## src/rtl/fbps_pkg.sv

```systemverilog
// Shared types and constants for the first bit position search block.
`timescale 1ns / 1ps

package fbps_pkg;

  // Widths fixed by the word formats.
  localparam int unsigned LenW = 17;
  localparam int unsigned PosW = 21;
  localparam int unsigned IdxW = 20;

  // Position reported when nothing qualifies.
  localparam logic [PosW-1:0] POS_NONE = '1;

  // Configuration register indexes.
  typedef enum logic [1:0] {
    CFG_SEARCH_BIT = 2'd0,
    CFG_RANGE_MODE = 2'd1,
    CFG_START_BYTE = 2'd2,
    CFG_END_BYTE   = 2'd3
  } cfg_reg_e;

  // Range modes; the unused code behaves as start and end given.
  typedef enum logic [1:0] {
    MODE_WHOLE     = 2'd0,
    MODE_START     = 2'd1,
    MODE_START_END = 2'd2
  } range_mode_e;

  // Resolved byte range of one value.
  typedef struct packed {
    logic [LenW-1:0] first;
    logic [LenW-1:0] last;
    logic            empty;
  } range_t;

  // Result of scanning one byte.
  typedef struct packed {
    logic       hit;
    logic [2:0] offset;
  } scan_t;

endpackage

```

## src/rtl/first_bit_position_search.sv

```systemverilog
// Top level of the first bit position search block.
`timescale 1ns / 1ps
// A word that ends its value passes the input register and then the output register, which raises out_valid_o.
// Throughput: one word per cycle; input stalls only while a held result blocks a
// word that produces a result, set by the single output register.
// Reset: configuration returns to its reset values and both stages empty; no clearing pass.

module first_bit_position_search
  import fbps_pkg::*;
#(
  parameter int unsigned MAX_VALUE_BYTES = 65536
) (
  input  logic                   clk_i,
  input  logic                   rst_ni,
  // Configuration writes
  input  logic                   cfg_valid_i,
  output logic                   cfg_ready_o,
  input  logic [1:0]             cfg_index_i,
  input  logic [LenW-1:0]        cfg_data_i,
  // Input words
  input  logic                   in_valid_i,
  output logic                   in_ready_o,
  input  logic [7:0]             data_byte_i,
  input  logic [LenW-1:0]        value_length_i,
  input  logic                   key_found_i,
  input  logic                   last_byte_i,
  // Result words
  output logic                   out_valid_o,
  input  logic                   out_ready_i,
  output logic signed [PosW-1:0] bit_position_o
);

  localparam int unsigned LenMax = (1 << LenW) - 1;
  localparam int unsigned LenCap = (MAX_VALUE_BYTES > LenMax) ? LenMax : MAX_VALUE_BYTES;
  localparam logic [LenW-1:0] LEN_CAP = LenW'(LenCap);

  // Configuration registers.
  logic            search_bit_q;
  logic [1:0]      range_mode_q;
  logic [LenW-1:0] start_byte_q;
  logic [LenW-1:0] end_byte_q;

  // Input stage.
  logic            in_valid_q;
  logic [7:0]      data_q;
  logic [LenW-1:0] len_q;
  logic            found_q;
  logic            last_q;

  // Per-value state.
  logic [LenW-1:0] byte_cnt_q, byte_cnt_d;
  logic [LenW-1:0] rng_first_q, rng_first_d;
  logic [LenW-1:0] rng_last_q, rng_last_d;
  logic            rng_empty_q, rng_empty_d;
  logic            match_seen_q, match_seen_d;
  logic [IdxW-1:0] match_idx_q, match_idx_d;

  // Output stage.
  logic            out_valid_q, out_valid_d;
  logic [PosW-1:0] pos_q, pos_d;

  logic            emits;
  logic            advance;
  logic [LenW-1:0] len_c;
  range_t          new_rng;
  range_t          cur_rng;
  scan_t           scan;
  logic [LenW:0]   cnt_next;
  logic            value_end;
  logic            in_range;
  logic [IdxW-1:0] hit_idx;
  logic            any_match;
  logic [IdxW-1:0] any_idx;

  // Configuration port is always ready.
  assign cfg_ready_o = 1'b1;

  always_ff @(posedge clk_i or negedge rst_ni) begin
    if (!rst_ni) begin
      search_bit_q <= 1'b1;
      range_mode_q <= MODE_WHOLE;
      start_byte_q <= '0;
      end_byte_q   <= '1;
    end else if (cfg_valid_i) begin
      case (cfg_reg_e'(cfg_index_i))
        CFG_SEARCH_BIT: search_bit_q <= cfg_data_i[0];
        CFG_RANGE_MODE: range_mode_q <= cfg_data_i[1:0];
        CFG_START_BYTE: start_byte_q <= cfg_data_i;
        CFG_END_BYTE:   end_byte_q   <= cfg_data_i;
        default:        search_bit_q <= search_bit_q;
      endcase
    end
  end

  // Input register: loads whenever the stage is empty or moves on.
  assign in_ready_o = !in_valid_q || advance;

  always_ff @(posedge clk_i or negedge rst_ni) begin
    if (!rst_ni) begin
      in_valid_q <= 1'b0;
    end else if (in_ready_o) begin
      in_valid_q <= in_valid_i;
    end
  end

  always_ff @(posedge clk_i) begin
    if (in_valid_i && in_ready_o) begin
      data_q  <= data_byte_i;
      len_q   <= value_length_i;
      found_q <= key_found_i;
      last_q  <= last_byte_i;
    end
  end

  // Length clamp, range resolution and byte scan.
  assign len_c = (len_q > LEN_CAP) ? LEN_CAP : len_q;

  fbps_range u_range (
    .range_mode_i (range_mode_q),
    .start_byte_i (start_byte_q),
    .end_byte_i   (end_byte_q),
    .len_i        (len_c),
    .range_o      (new_rng)
  );

  fbps_scan u_scan (
    .data_i (data_q),
    .bit_i  (search_bit_q),
    .scan_o (scan)
  );

  // The range is taken fresh on the first byte of a value.
  always_comb begin
    if (byte_cnt_q == '0) begin
      cur_rng = new_rng;
    end else begin
      cur_rng.first = rng_first_q;
      cur_rng.last  = rng_last_q;
      cur_rng.empty = rng_empty_q;
    end
  end

  assign cnt_next  = {1'b0, byte_cnt_q} + (LenW+1)'(1);
  assign value_end = last_q || !(cnt_next < {1'b0, len_c});
  assign in_range  = !cur_rng.empty && (byte_cnt_q >= cur_rng.first) &&
                     (byte_cnt_q <= cur_rng.last);
  assign hit_idx   = {byte_cnt_q, scan.offset};
  assign any_match = match_seen_q || (in_range && scan.hit);
  assign any_idx   = match_seen_q ? match_idx_q : hit_idx;

  // Missing keys, empty values and value ends all produce a result.
  assign emits   = !found_q || (len_q == '0) || value_end;
  assign advance = in_valid_q && (!emits || !out_valid_q || out_ready_i);

  // Per-word state update and result selection.
  always_comb begin
    byte_cnt_d   = byte_cnt_q;
    rng_first_d  = rng_first_q;
    rng_last_d   = rng_last_q;
    rng_empty_d  = rng_empty_q;
    match_seen_d = match_seen_q;
    match_idx_d  = match_idx_q;
    pos_d        = pos_q;
    out_valid_d  = out_valid_q && !out_ready_i;
    if (advance) begin
      if (!found_q) begin
        pos_d = search_bit_q ? POS_NONE : '0;
      end else if (len_q == '0) begin
        pos_d = (range_mode_q == MODE_WHOLE && !search_bit_q) ? '0 : POS_NONE;
      end else begin
        if (byte_cnt_q == '0) begin
          rng_first_d = new_rng.first;
          rng_last_d  = new_rng.last;
          rng_empty_d = new_rng.empty;
        end
        if (cur_rng.empty) begin
          pos_d = POS_NONE;
        end else if (any_match) begin
          pos_d = {1'b0, any_idx};
        end else if (search_bit_q || range_mode_q != MODE_WHOLE &&
                     range_mode_q != MODE_START) begin
          pos_d = POS_NONE;
        end else begin
          pos_d = {1'b0, len_c, 3'b000};
        end
        if (!value_end) begin
          byte_cnt_d   = cnt_next[LenW-1:0];
          match_seen_d = any_match;
          match_idx_d  = any_idx;
        end
      end
      if (emits) begin
        out_valid_d  = 1'b1;
        byte_cnt_d   = '0;
        match_seen_d = 1'b0;
        match_idx_d  = '0;
      end
    end
  end

  always_ff @(posedge clk_i or negedge rst_ni) begin
    if (!rst_ni) begin
      byte_cnt_q   <= '0;
      rng_first_q  <= '0;
      rng_last_q   <= '0;
      rng_empty_q  <= 1'b0;
      match_seen_q <= 1'b0;
      match_idx_q  <= '0;
      out_valid_q  <= 1'b0;
    end else begin
      byte_cnt_q   <= byte_cnt_d;
      rng_first_q  <= rng_first_d;
      rng_last_q   <= rng_last_d;
      rng_empty_q  <= rng_empty_d;
      match_seen_q <= match_seen_d;
      match_idx_q  <= match_idx_d;
      out_valid_q  <= out_valid_d;
    end
  end

  // The result register loads only when a word produces a result, so a held result stays put.
  always_ff @(posedge clk_i) begin
    if (advance && emits) begin
      pos_q <= pos_d;
    end
  end

  assign out_valid_o    = out_valid_q;
  assign bit_position_o = signed'(pos_q);

endmodule

```

## src/rtl/fbps_range.sv

```systemverilog
// Resolves the configured start and end offsets into a clamped byte range.
`timescale 1ns / 1ps

module fbps_range
  import fbps_pkg::*;
(
  input  logic [1:0]      range_mode_i,
  input  logic [LenW-1:0] start_byte_i,
  input  logic [LenW-1:0] end_byte_i,
  input  logic [LenW-1:0] len_i,
  output range_t          range_o
);

  logic signed [LenW+1:0] len_s;
  logic signed [LenW+1:0] last_idx;
  logic signed [LenW+1:0] s_val;
  logic signed [LenW+1:0] e_val;
  logic                   empty;

  // Offsets are sign extended, wrapped from the end of the value, then clamped.
  always_comb begin
    len_s    = signed'({2'b00, len_i});
    last_idx = len_s - 19'sd1;
    s_val    = '0;
    e_val    = last_idx;
    empty    = 1'b0;
    if (range_mode_i != MODE_WHOLE) begin
      s_val = signed'({{2{start_byte_i[LenW-1]}}, start_byte_i});
      if (s_val < 0) begin
        s_val = s_val + len_s;
      end
      if (s_val < 0) begin
        s_val = '0;
      end
      if (range_mode_i != MODE_START) begin
        e_val = signed'({{2{end_byte_i[LenW-1]}}, end_byte_i});
        if (e_val < 0) begin
          e_val = e_val + len_s;
        end
        if (e_val > last_idx) begin
          e_val = last_idx;
        end
        if (e_val < 0) begin
          e_val = '0;
        end
      end
      empty = (s_val > e_val) || (s_val > last_idx);
    end
  end

  // An empty range reports zero bounds.
  assign range_o.empty = empty;
  assign range_o.first = empty ? '0 : s_val[LenW-1:0];
  assign range_o.last  = empty ? '0 : e_val[LenW-1:0];

endmodule

```

## src/rtl/fbps_scan.sv

```systemverilog
// Priority encoder that finds the first matching bit of a byte, MSB first.
`timescale 1ns / 1ps

module fbps_scan
  import fbps_pkg::*;
(
  input  logic [7:0] data_i,
  input  logic       bit_i,
  output scan_t      scan_o
);

  // Walk from the LSB side so the MSB-most match wins.
  always_comb begin
    scan_o = '0;
    for (int k = 7; k >= 0; k--) begin
      if (data_i[7-k] == bit_i) begin
        scan_o.hit    = 1'b1;
        scan_o.offset = 3'(k);
      end
    end
  end

endmodule

```

## config.mk

```make
export PLATFORM = sky130hd
export DESIGN_NAME = first_bit_position_search
export DESIGN_NICKNAME = d
export VERILOG_FILES = /design/src/rtl/fbps_pkg.sv /design/src/rtl/first_bit_position_search.sv /design/src/rtl/fbps_range.sv /design/src/rtl/fbps_scan.sv
export SDC_FILE = /design/constraint.sdc
export NUM_CORES = 1
export LEC_CHECK = 0
export BUFFER_PORTS_ARGS = -buffer_cell sky130_fd_sc_hd__buf_2
export CORE_MARGIN = 2
export CORE_UTILIZATION = 35
export DETAILED_ROUTE_END_ITERATION = 8
export HOLD_SLACK_MARGIN = 0.12
export MAX_ROUTING_LAYER = met4
export PLACE_DENSITY_LB_ADDON = 0.2
export SYNTH_ARGS = -nofsm -noshare
export SYNTH_HDL_FRONTEND = slang
export SYNTH_SLANG_ARGS = --single-unit
```

## constraint.sdc

```tcl
create_clock -name clk_i -period 9.7 [get_ports clk_i]
set_clock_uncertainty 0.05 [all_clocks]
set_input_delay 0.97 -clock clk_i [delete_from_list [all_inputs] [get_ports clk_i]]
set_output_delay 0.97 -clock clk_i [all_outputs]
set_load 0.1 [all_outputs]
```

# Yosys cells after proc, flatten, opt, wreduce, memory -nomap -nowiden
# Cells that the tools add are included.
[op_classes]
addsub = 4
magnitude_cmp = 11
eq_ne = 14
n_mux = 50
bitwise = 1
reduce_logical = 39
[op_table]
columns = ["operator", "count"]
rows = [
  ["$mux W19", 13],
  ["$mux W17", 9],
  ["$mux W21", 7],
  ["$mux W20", 5],
  ["$add A17 B18 Y19", 2],
  ["$gt A19 B18 Y1", 2],
  ["$lt A19 B1 Y1 const B", 2],
  ["$mux W35", 1],
  ["$logic_not A17 Y1", 2],
  ["$lt A17 B1 Y1 const B", 2],
  ["$mux W4", 8],
  ["$gt A19 B19 Y1", 1],
  ["$add A17 B1 Y18 const B", 1],
  ["$lt A18 B17 Y1", 1],
  ["$sub A17 B1 Y18 const B", 1],
  ["$ge A17 B17 Y1", 1],
  ["$gt A17 B17 Y1 const B", 1],
  ["$le A17 B17 Y1", 1],
  ["$reduce_and A2 Y1", 5],
  ["$logic_and A1 B1 Y1", 9],
  ["$logic_or A1 B1 Y1", 9],
  ["$eq A1 B1 Y1", 8],
  ["$logic_not A1 Y1", 8],
  ["$reduce_and A4 Y1", 2],
  ["other kinds (8)", 18],
]
[word_totals]
register_bits = 160
inputBits = 51
wordCells = 136

# Depth between registers and ports, before layout
# Gate-level depths: netlist of the first run.
[depth]
word_depth = 28
depth_mapped = 52
mapped_depth_nobuf = 46

# Cells and area by module
# From an unflattened synthesis of the first run, not the netlist that was laid out.
[hier_totals]
cells_unflattened = 1279
hier_area_um2 = 12599.6
[modules_own_cells]
columns = ["module", "instances", "cells_each", "area_each_um2"]
rows = [
  ["first_bit_position_search", 1, 690, 8207.9],
  ["fbps_range", 1, 559, 4217.8],
  ["fbps_scan", 1, 30, 173.9],
]

# Least setup slack after synthesis of the first run
# OpenSTA, ideal clock, no wires.
[synth_path]
kind = "register -> register"
from = "reg len_q[2]"
to = "reg pos_q[13] (netlist: bit_position_o[13]), data pin"
setup_ps = 177
arrival_time_ps = 10272
setup_slack_ps = -799
stages_incl_launch_ff = 47
n_path_buf = 4
cell_sequence = "edfxtp_1 > or4_1 > or3_4 > o21ai_0 > nand2_1 > inv_1 > ha_1 > a211oi_1 > o21ai_0 > a221oi_1 > o21ai_0 > a21oi_1 > xnor2_1 > mux2_2 > ha_1 > a21o_1 > a21oi_1 > nor2b_1 > (+11 left out) > or3_1 > clkbuf_1 > clkbuf_1 > or3_1 > o21ai_0 > ha_1 > inv_1 > a21oi_1 > o21ai_0 > a221o_1 > a311oi_1 > o211ai_1 > and4_1 > a31o_2 > clkbuf_2 > clkbuf_1 > a211o_1 > o311ai_2"
[synth_via]
elab_chain_cells = 28
[synth_lines]
columns = ["element", "line_no", "source"]
rows = [
  ["start, declared", "first_bit_position_search.sv:46", "logic [LenW-1:0] len_q;"],
  ["start signal, assigned", "first_bit_position_search.sv:109", "len_q <= value_length_i;"],
  ["$gt A17 B17 Y1", "first_bit_position_search.sv:116", "assign len_c = (len_q > LEN_CAP) ? LEN_CAP : len_q;"],
  ["$mux W17", "first_bit_position_search.sv:116", ""],
  ["$add A17 B18 Y19", "fbps_range.sv:38", "e_val = e_val + len_s;"],
  ["$mux W19", "fbps_range.sv:37", "if (e_val < 0) begin"],
  ["$mux W19", "fbps_range.sv:35", "if (range_mode_i != MODE_START) begin"],
  ["$mux W19", "fbps_range.sv:27", "if (range_mode_i != MODE_WHOLE) begin"],
  ["$gt A19 B18 Y1", "fbps_range.sv:40", "if (e_val > last_idx) begin"],
  ["$mux W19", "fbps_range.sv:40", ""],
  ["(+11 left out)", "n/a", ""],
  ["$ge A17 B17 Y1", "first_bit_position_search.sv:145", "assign in_range = !cur_rng.empty && (byte_cnt_q >= cur_rng.first) &&"],
  ["$logic_and A1 B1 Y1 (2 in series)", "first_bit_position_search.sv:145", ""],
  ["$logic_and A1 B1 Y1", "first_bit_position_search.sv:148", "assign any_match = match_seen_q || (in_range && scan.hit);"],
  ["$logic_or A1 B1 Y1", "first_bit_position_search.sv:148", ""],
  ["$mux W21", "first_bit_position_search.sv:178", "end else if (any_match) begin"],
  ["$mux W21", "first_bit_position_search.sv:176", "if (cur_rng.empty) begin"],
  ["$mux W21 *", "first_bit_position_search.sv:168", "end else if (len_q == '0) begin"],
  ["$mux W21 *", "first_bit_position_search.sv:166", "if (!found_q) begin"],
  ["end signal, assigned", "first_bit_position_search.sv:224", "pos_q <= pos_d;"],
  ["end, declared", "first_bit_position_search.sv:60", "logic [PosW-1:0] pos_q, pos_d;"],
]
# Mark *: on every way between the ends. The rest lies on a longest branch, timed or not. The select of a mux whose other input is x is not followed.
# A chain may end at the register's enable or synchronous reset.

# Final worst setup path of the first run
[layout_path]
from = "reg len_q[4]"
to = "reg pos_q[11] (netlist: bit_position_o[11]), data pin"
# The elaborated chain is that of the path after synthesis.

==> results.ini, run 1 <==
[logic_synthesis]
mappedNetlistArea_sq_um = 13000
synth_edf_count = 48
synth_area_per_cell_sq_um = 9.232
yosys.cell_types.count = 88
synthMostInstantiatedCell = ha_1
yosysTopAreaCell = dfrtp_1
synth_common_cells = ha_1 (142), nand2_1 (124), nor2_1 (97)
ys.flop_type = dfrtp_1
ys_async_sr_fraction_pct = 70.00
yosysWarnings = 0
synth_top_area_share_pct = 18.10
synthTopCellsByArea = dfrtp_1 (18%), ha_1 (14%), edfxtp_1 (11%), mux2_2 (4.6%), dfstp_2 (3.6%)
yosysSeqAreaShare_pct = 32.82
synth_fp_nets = 1603
netlist_instances = 1408
synth-seq-cells = 160

[place]
numPortBuffers = 73
gp_congestion = 0.9603
preCtsSetupSlack_ps = -563.4
post_dp_cell_area_sq_um = 15160
placedCellCount = 2061
dp_hpwl_microns = 35330

[sta]
finalSetupTns_ps = -7507
holdWs_ps = 436.9
maxSlewHeadroom_pct = 21.27
max_clock_freq_mhz = 99.35
slew_violations = 0
hold_viol = 0
worstMarginPinSlew_ps = 1170
rsz0062_at_grt = true
fin_crit_sh_pct = 103.8
finalSetupViolations = 22
fin_ws_ps = -365.2
min_period_ps = 10070

[worst_setup_path]
start_kind = flip-flop
cp_num_buf_inv = 5
cp_top_family = compound AO/OA/AOI/OAI gates
r2r_cells = 45
cp_slowest_stage_delay_ps = 540
path_depth = 45
worst_path_max_delay_cell = or4_4
required_ps = 9850
path_max_fanout = 8
ff2ff_setup_slack_ps = -370
endpoint_kind = flip-flop
critPathKind = reg -> reg
worstPathArrival_ps = 10210

[floorplan]
initial_core_util_pct = 35.51
coreArea_sq_um = 36610
io-pin-count = 75
num_rows = 70
dieArea_sq_um = 38700
die_x_microns = 196.7
die_y_microns = 196.7

[power]
power.density_nw_per_um2 = 267.9
ir_drop_mv = 0.3288
leakagePower_nw = 7.275

[clock_network]
root_buffer = clkbuf_16
numCtsBuffers = 17
clk_pin_slew_ps = 70
clk_latency_ps = 470
cts.sinks = 160
ctsHtreeMaxLevel = 4
clockBufferDepth = 2
cts_tree = done

[worst_hold_path]
min_path_cells = 2
hp-class = reg -> reg

[route]
routed_wl_microns = 45970
drt_iter0_drc = 879
first_pass_iters = 5
vias = 12120
ant_nets = 0
remaining_drc_errors = 0
routed_via_density = 5.724
routedWlPerCell_microns = 21.72

[cells_and_area]
area_growth_pct = 25.81
drive_above_1_share_pct = 29.55
fillers = 3578
fin_nets = 1830
instances_no_fill = 2117
final_area_sq_um = 16350

[global_route]
use_met2_pct = 37.14
use_met1_pct = 33.30
grt-ovfl-total = 0
top_usage_layer = met2
use_met3_pct = 4.997
grt_max_degree = 63
grt_pass1_wl_microns = 70320
grt_pass1_vias = 11780
antenna_found_initial = 1
track_usage_pct = 24.80

[run_status]
status = finished, violations left
failed_checks = negative setup slack

[flow_run]
cap_violations = 0

per-layer routing:
layer	wire length, microns	share of wire (%)
met2	20320	44
met4	1603	3.5
met5	0	0
met1	21390	47
met3	2659	5.8
kinds of logic after synthesis:
kind of cell | Yosys count | share of synthesized area, %
other | 1 | 0.02885
multiplexers | 99 | 8.134
AND/OR/NAND/NOR | 422 | 15.82
adder cells (fa/ha/maj) | 144 | 13.98
buffers and inverters | 130 | 4.081
flip-flops | 160 | 32.82
AO/OA/AOI/OAI | 410 | 22.30
XOR/XNOR | 42 | 2.830
what timing repair did:
item / 4_1_cts / 5_1_grt
buffers inserted: 13 / 11
hold buffers: 0 / 0
endpoints found under the hold margin: 0 / 0
gates cloned: 4 / 0
setup endpoints to repair: 22 / 22
pin swaps: 46 / 35
gates resized for setup: 58 / 42
stage by stage:
stage	util [%]	total power, mW
finish	44.67	4.382
global route	44.67	4.655
CTS	44.04	4.259
detailed placement	41.40	3.349
global placement	41.40	3.332
floorplan	-	2.525
cell type report:
cell class	instances	area, sq um	share of cell area, %
well taps	468	585.6	3.581
flip-flops and latches	160	4267	26.09
multi-input cells	1119	8736	53.42
inverters	61	229.0	1.400
repair buffers	276	1952	11.94
diodes	1	2.502	0.01530
clock inverters	15	156.4	0.9564
clock buffers	17	425.4	2.601
power by group:
part	leakage [nW]	switching (mW)	total [mW]	internal [mW]
combinational	5.10	1.52	2.72	1.19
sequential	1.89	0.111	0.975	0.864
clock	0.287	0.343	0.688	0.345
total	7.28	1.98	4.38	2.40
path summary, 6_finish.rpt:
path,endpoint,startpoint
min in group asynchronous,byte_cnt_q[5],rst_ni
min reg2reg,rng_last_q[8],rng_last_q[8]
max reg2reg,bit_position_o[11],len_q[4]
max,bit_position_o[11],len_q[4]
max in group asynchronous,start_byte_q[3],rst_ni
min,rng_last_q[8],rng_last_q[8]
placed cells by master (no fill, tap or decap), drive strengths merged, types with 40 or more instances in the layout:
cell	netlist	final
a21oi	83	83
buf	13	276
dfrtp	94	94
edfxtp	48	48
ha	142	142
inv	60	69
mux2	53	53
mux2i	46	46
nand2	125	125
nand3	44	44
nor2	97	97
nor3	40	40
o21ai	94	94
flip-flops by register name, indices dropped and copies added (netlist names):
signal	cells
bit_position_o	21
match_idx_q	20
byte_cnt_q	17
end_byte_q	17
len_q	17
rng_first_q	17
rng_last_q	17
start_byte_q	17
data_q	8
range_mode_q	2
found_q	1
in_valid_q	1
last_q	1
match_seen_q	1
out_valid_o	1
rng_empty_q	1
search_bit_q	1
worst reg2reg max path: cells and delay by family, from the launching register on:
| family | cells | cell delay, ps |
|---|---|---|
| AOI/OAI and AO/OA | 25 | 4820 |
| and+or+nand+nor | 8 | 2360 |
| adders and majority gates | 4 | 940 |
| buffers and inverters | 5 | 740 |
| DFF | 1 | 420 |
| muxes | 2 | 390 |
| xor gates and xnor gates | 1 | 90 |
Power figures use the tool's default switching activity.
==> run 2, diff against run 1 <==
- CORE_UTILIZATION: 35 -> 43
==> run 2 against run 1 <==
The run still ends with negative setup slack left. Sequential cell count is the same. Sequential share of layout area hardly changed. Worst hold slack got worse by 6.3 ps. Total power increased by 1.9%. Register-to-register slack lost 30 ps. Clock power up 1%. Die area shrank 18%. Count of clock-buffer cells in the layout up 4. Critical path type unchanged. Critical endpoint is now bit_position_o[8]. Largest cell class unchanged.
==> results.ini, run 2 (synthesis gave the netlist of run 1 again) <==
[clock_network]
clk_pin_slew_ps = 70
ctsHtreeMaxLevel = 4
cts.sinks = 160
holdBufCountCts = 0
cts_tree = done
clk_latency_ps = 450
numCtsBuffers = 17
root_buffer = clkbuf_16
clockBufferDepth = 2

[cells_and_area]
fillers = 2678
final_cell_mix = buf_4 (192), ha_1 (134), nand2_1 (122), nor2_1 (94), dfrtp_1 (94)
area_growth_pct = 25.96
final_common_cell = buf_4
largest_reg_flops = 21
drive_above_1_share_pct = 29.46
fin_nets = 1835
antenna_cells = 0

[route]
drt_iter0_drc = 966
ant_nets = 0
wl_met2_microns = 19710
dr_wl_met3_microns = 2798
routed_via_density = 5.990
routedWlPerCell_microns = 21.76
vias = 12240
top_layer = met4
remaining_drc_errors = 0
wl_met1_microns = 20180
first_pass_iters = 6
routed_wl_microns = 44450

[power]
leakagePower_nw = 7.325
power.density_nw_per_um2 = 272.6
ir_drop_mv = 0.1916

[place]
preCtsSetupSlack_ps = -691.2
gp_congestion = 0.9645
dp_hpwl_microns = 33650
numPortBuffers = 73

[worst_setup_path]
endpoint_kind = flip-flop
path_max_fanout = 6
required_ps = 9920
start_kind = flip-flop
cp_slowest_stage_delay_ps = 550
cp_num_buf_inv = 6
worstPathArrival_ps = 10320
cp_top_family = compound AO/OA/AOI/OAI gates
critPathKind = reg -> reg
worst_path_max_delay_cell = or4_4

[global_route]
antenna_found_initial = 0
grt-ovfl-total = 0
grt_pass1_vias = 11890
grt_max_degree = 58
grt_pass1_wl_microns = 67880
track_usage_pct = 29.45

[floorplan]
io-pin-count = 75
initial_core_util_pct = 43.74
die_y_microns = 177.9
die_x_microns = 177.9
coreArea_sq_um = 29720
num_rows = 63
dieArea_sq_um = 31640

[sta]
slew_violations = 0
finalSetupViolations = 22
hold_viol = 0
fin_crit_sh_pct = 104.1
min_period_ps = 10100
worstMarginPinSlew_ps = 1097
holdWs_ps = 430.6
rsz0062_at_grt = true
maxSlewHeadroom_pct = 26.88
max_clock_freq_mhz = 99.02
fin_ws_ps = -399.1

[worst_hold_path]
hp-class = reg -> reg

[run_status]
failed_checks = negative setup slack
status = finished, violations left

[flow_run]
cap_violations = 0

run 2: cell types whose count changed in the layout (fill, tap and decap cells not counted), moves of 4 or more:
| cell | change |
|---|---|
| buf_6 | +7 |
| o311ai_4 | +5 |
| a21oi_2 | -5 |
| inv_8 | -4 |
| nor3_1 | +4 |
| a21oi_1 | +6 |
run 2: stage by stage:
stage          area [sq um]  cells  TNS [ps]  util [%]  power [mW]
6_report              16370   2043     -7405     55.10       4.463
5_1_grt               16370   2043    -16470     55.10       4.726
4_1_cts               16160   2040     -7177     54.38       4.315
3_5_place_dp          15030   1982    -14440     50.57       3.317
3_3_place_gp          15030   1982    -13400     50.57       3.302
2_1_floorplan         13110   1408         0         -       2.525
run 2: what timing repair did:
item | 4_1_cts | 5_1_grt
buffers inserted | 24 | 6
gates cloned | 2 | 1
setup endpoints to repair | 22 | 22
gates resized for setup | 64 | 40
pin swaps | 44 | 49
run 2: power breakdown:
part	internal [mW]	switching, mW
sequential	0.864	0.0963
clock	0.396	0.301
combinational	1.23	1.58
total	2.49	1.98
run 2: layout make-up:
| class | count | area, sq um | area share, % |
|---|---|---|---|
| clock inverters | 11 | 127.6 | 0.7795 |
| clock buffers | 21 | 460.4 | 2.812 |
| flip-flops and latches | 160 | 4267 | 26.06 |
| well taps | 390 | 488.0 | 2.980 |
| multi-input cells | 1119 | 8791 | 53.69 |
| inverters | 61 | 229.0 | 1.398 |
| repair buffers | 281 | 2011 | 12.28 |
run 2: final timing paths:
kind	cells past startpoint	slack (ps)	to	startpoint
max	45	-400	bit_position_o[8]	len_q[4]
min	2	430	match_idx_q[6]	match_idx_q[6]
max reg2reg	45	-400	bit_position_o[8]	len_q[4]
min reg2reg	2	430	match_idx_q[6]	match_idx_q[6]
max in group asynchronous	2	7770	rng_first_q[12]	rst_ni
min in group asynchronous	1	550	start_byte_q[0]	rst_ni
run 2: routing by layer:
layer	up-vias	track usage, %
met3	104	5.763
met1	5924	39.23
met5	-	-
met4	0	11.17
li1	5776	-
met2	434	44.25
run 2: worst register-to-register path: cells and delay by family (launching register included):
family	cells	cell delay (ps)
compound gates	24	5010
simple gates	11	2450
flops	1	400
fa+ha+maj	4	1130
buf+inv	6	840
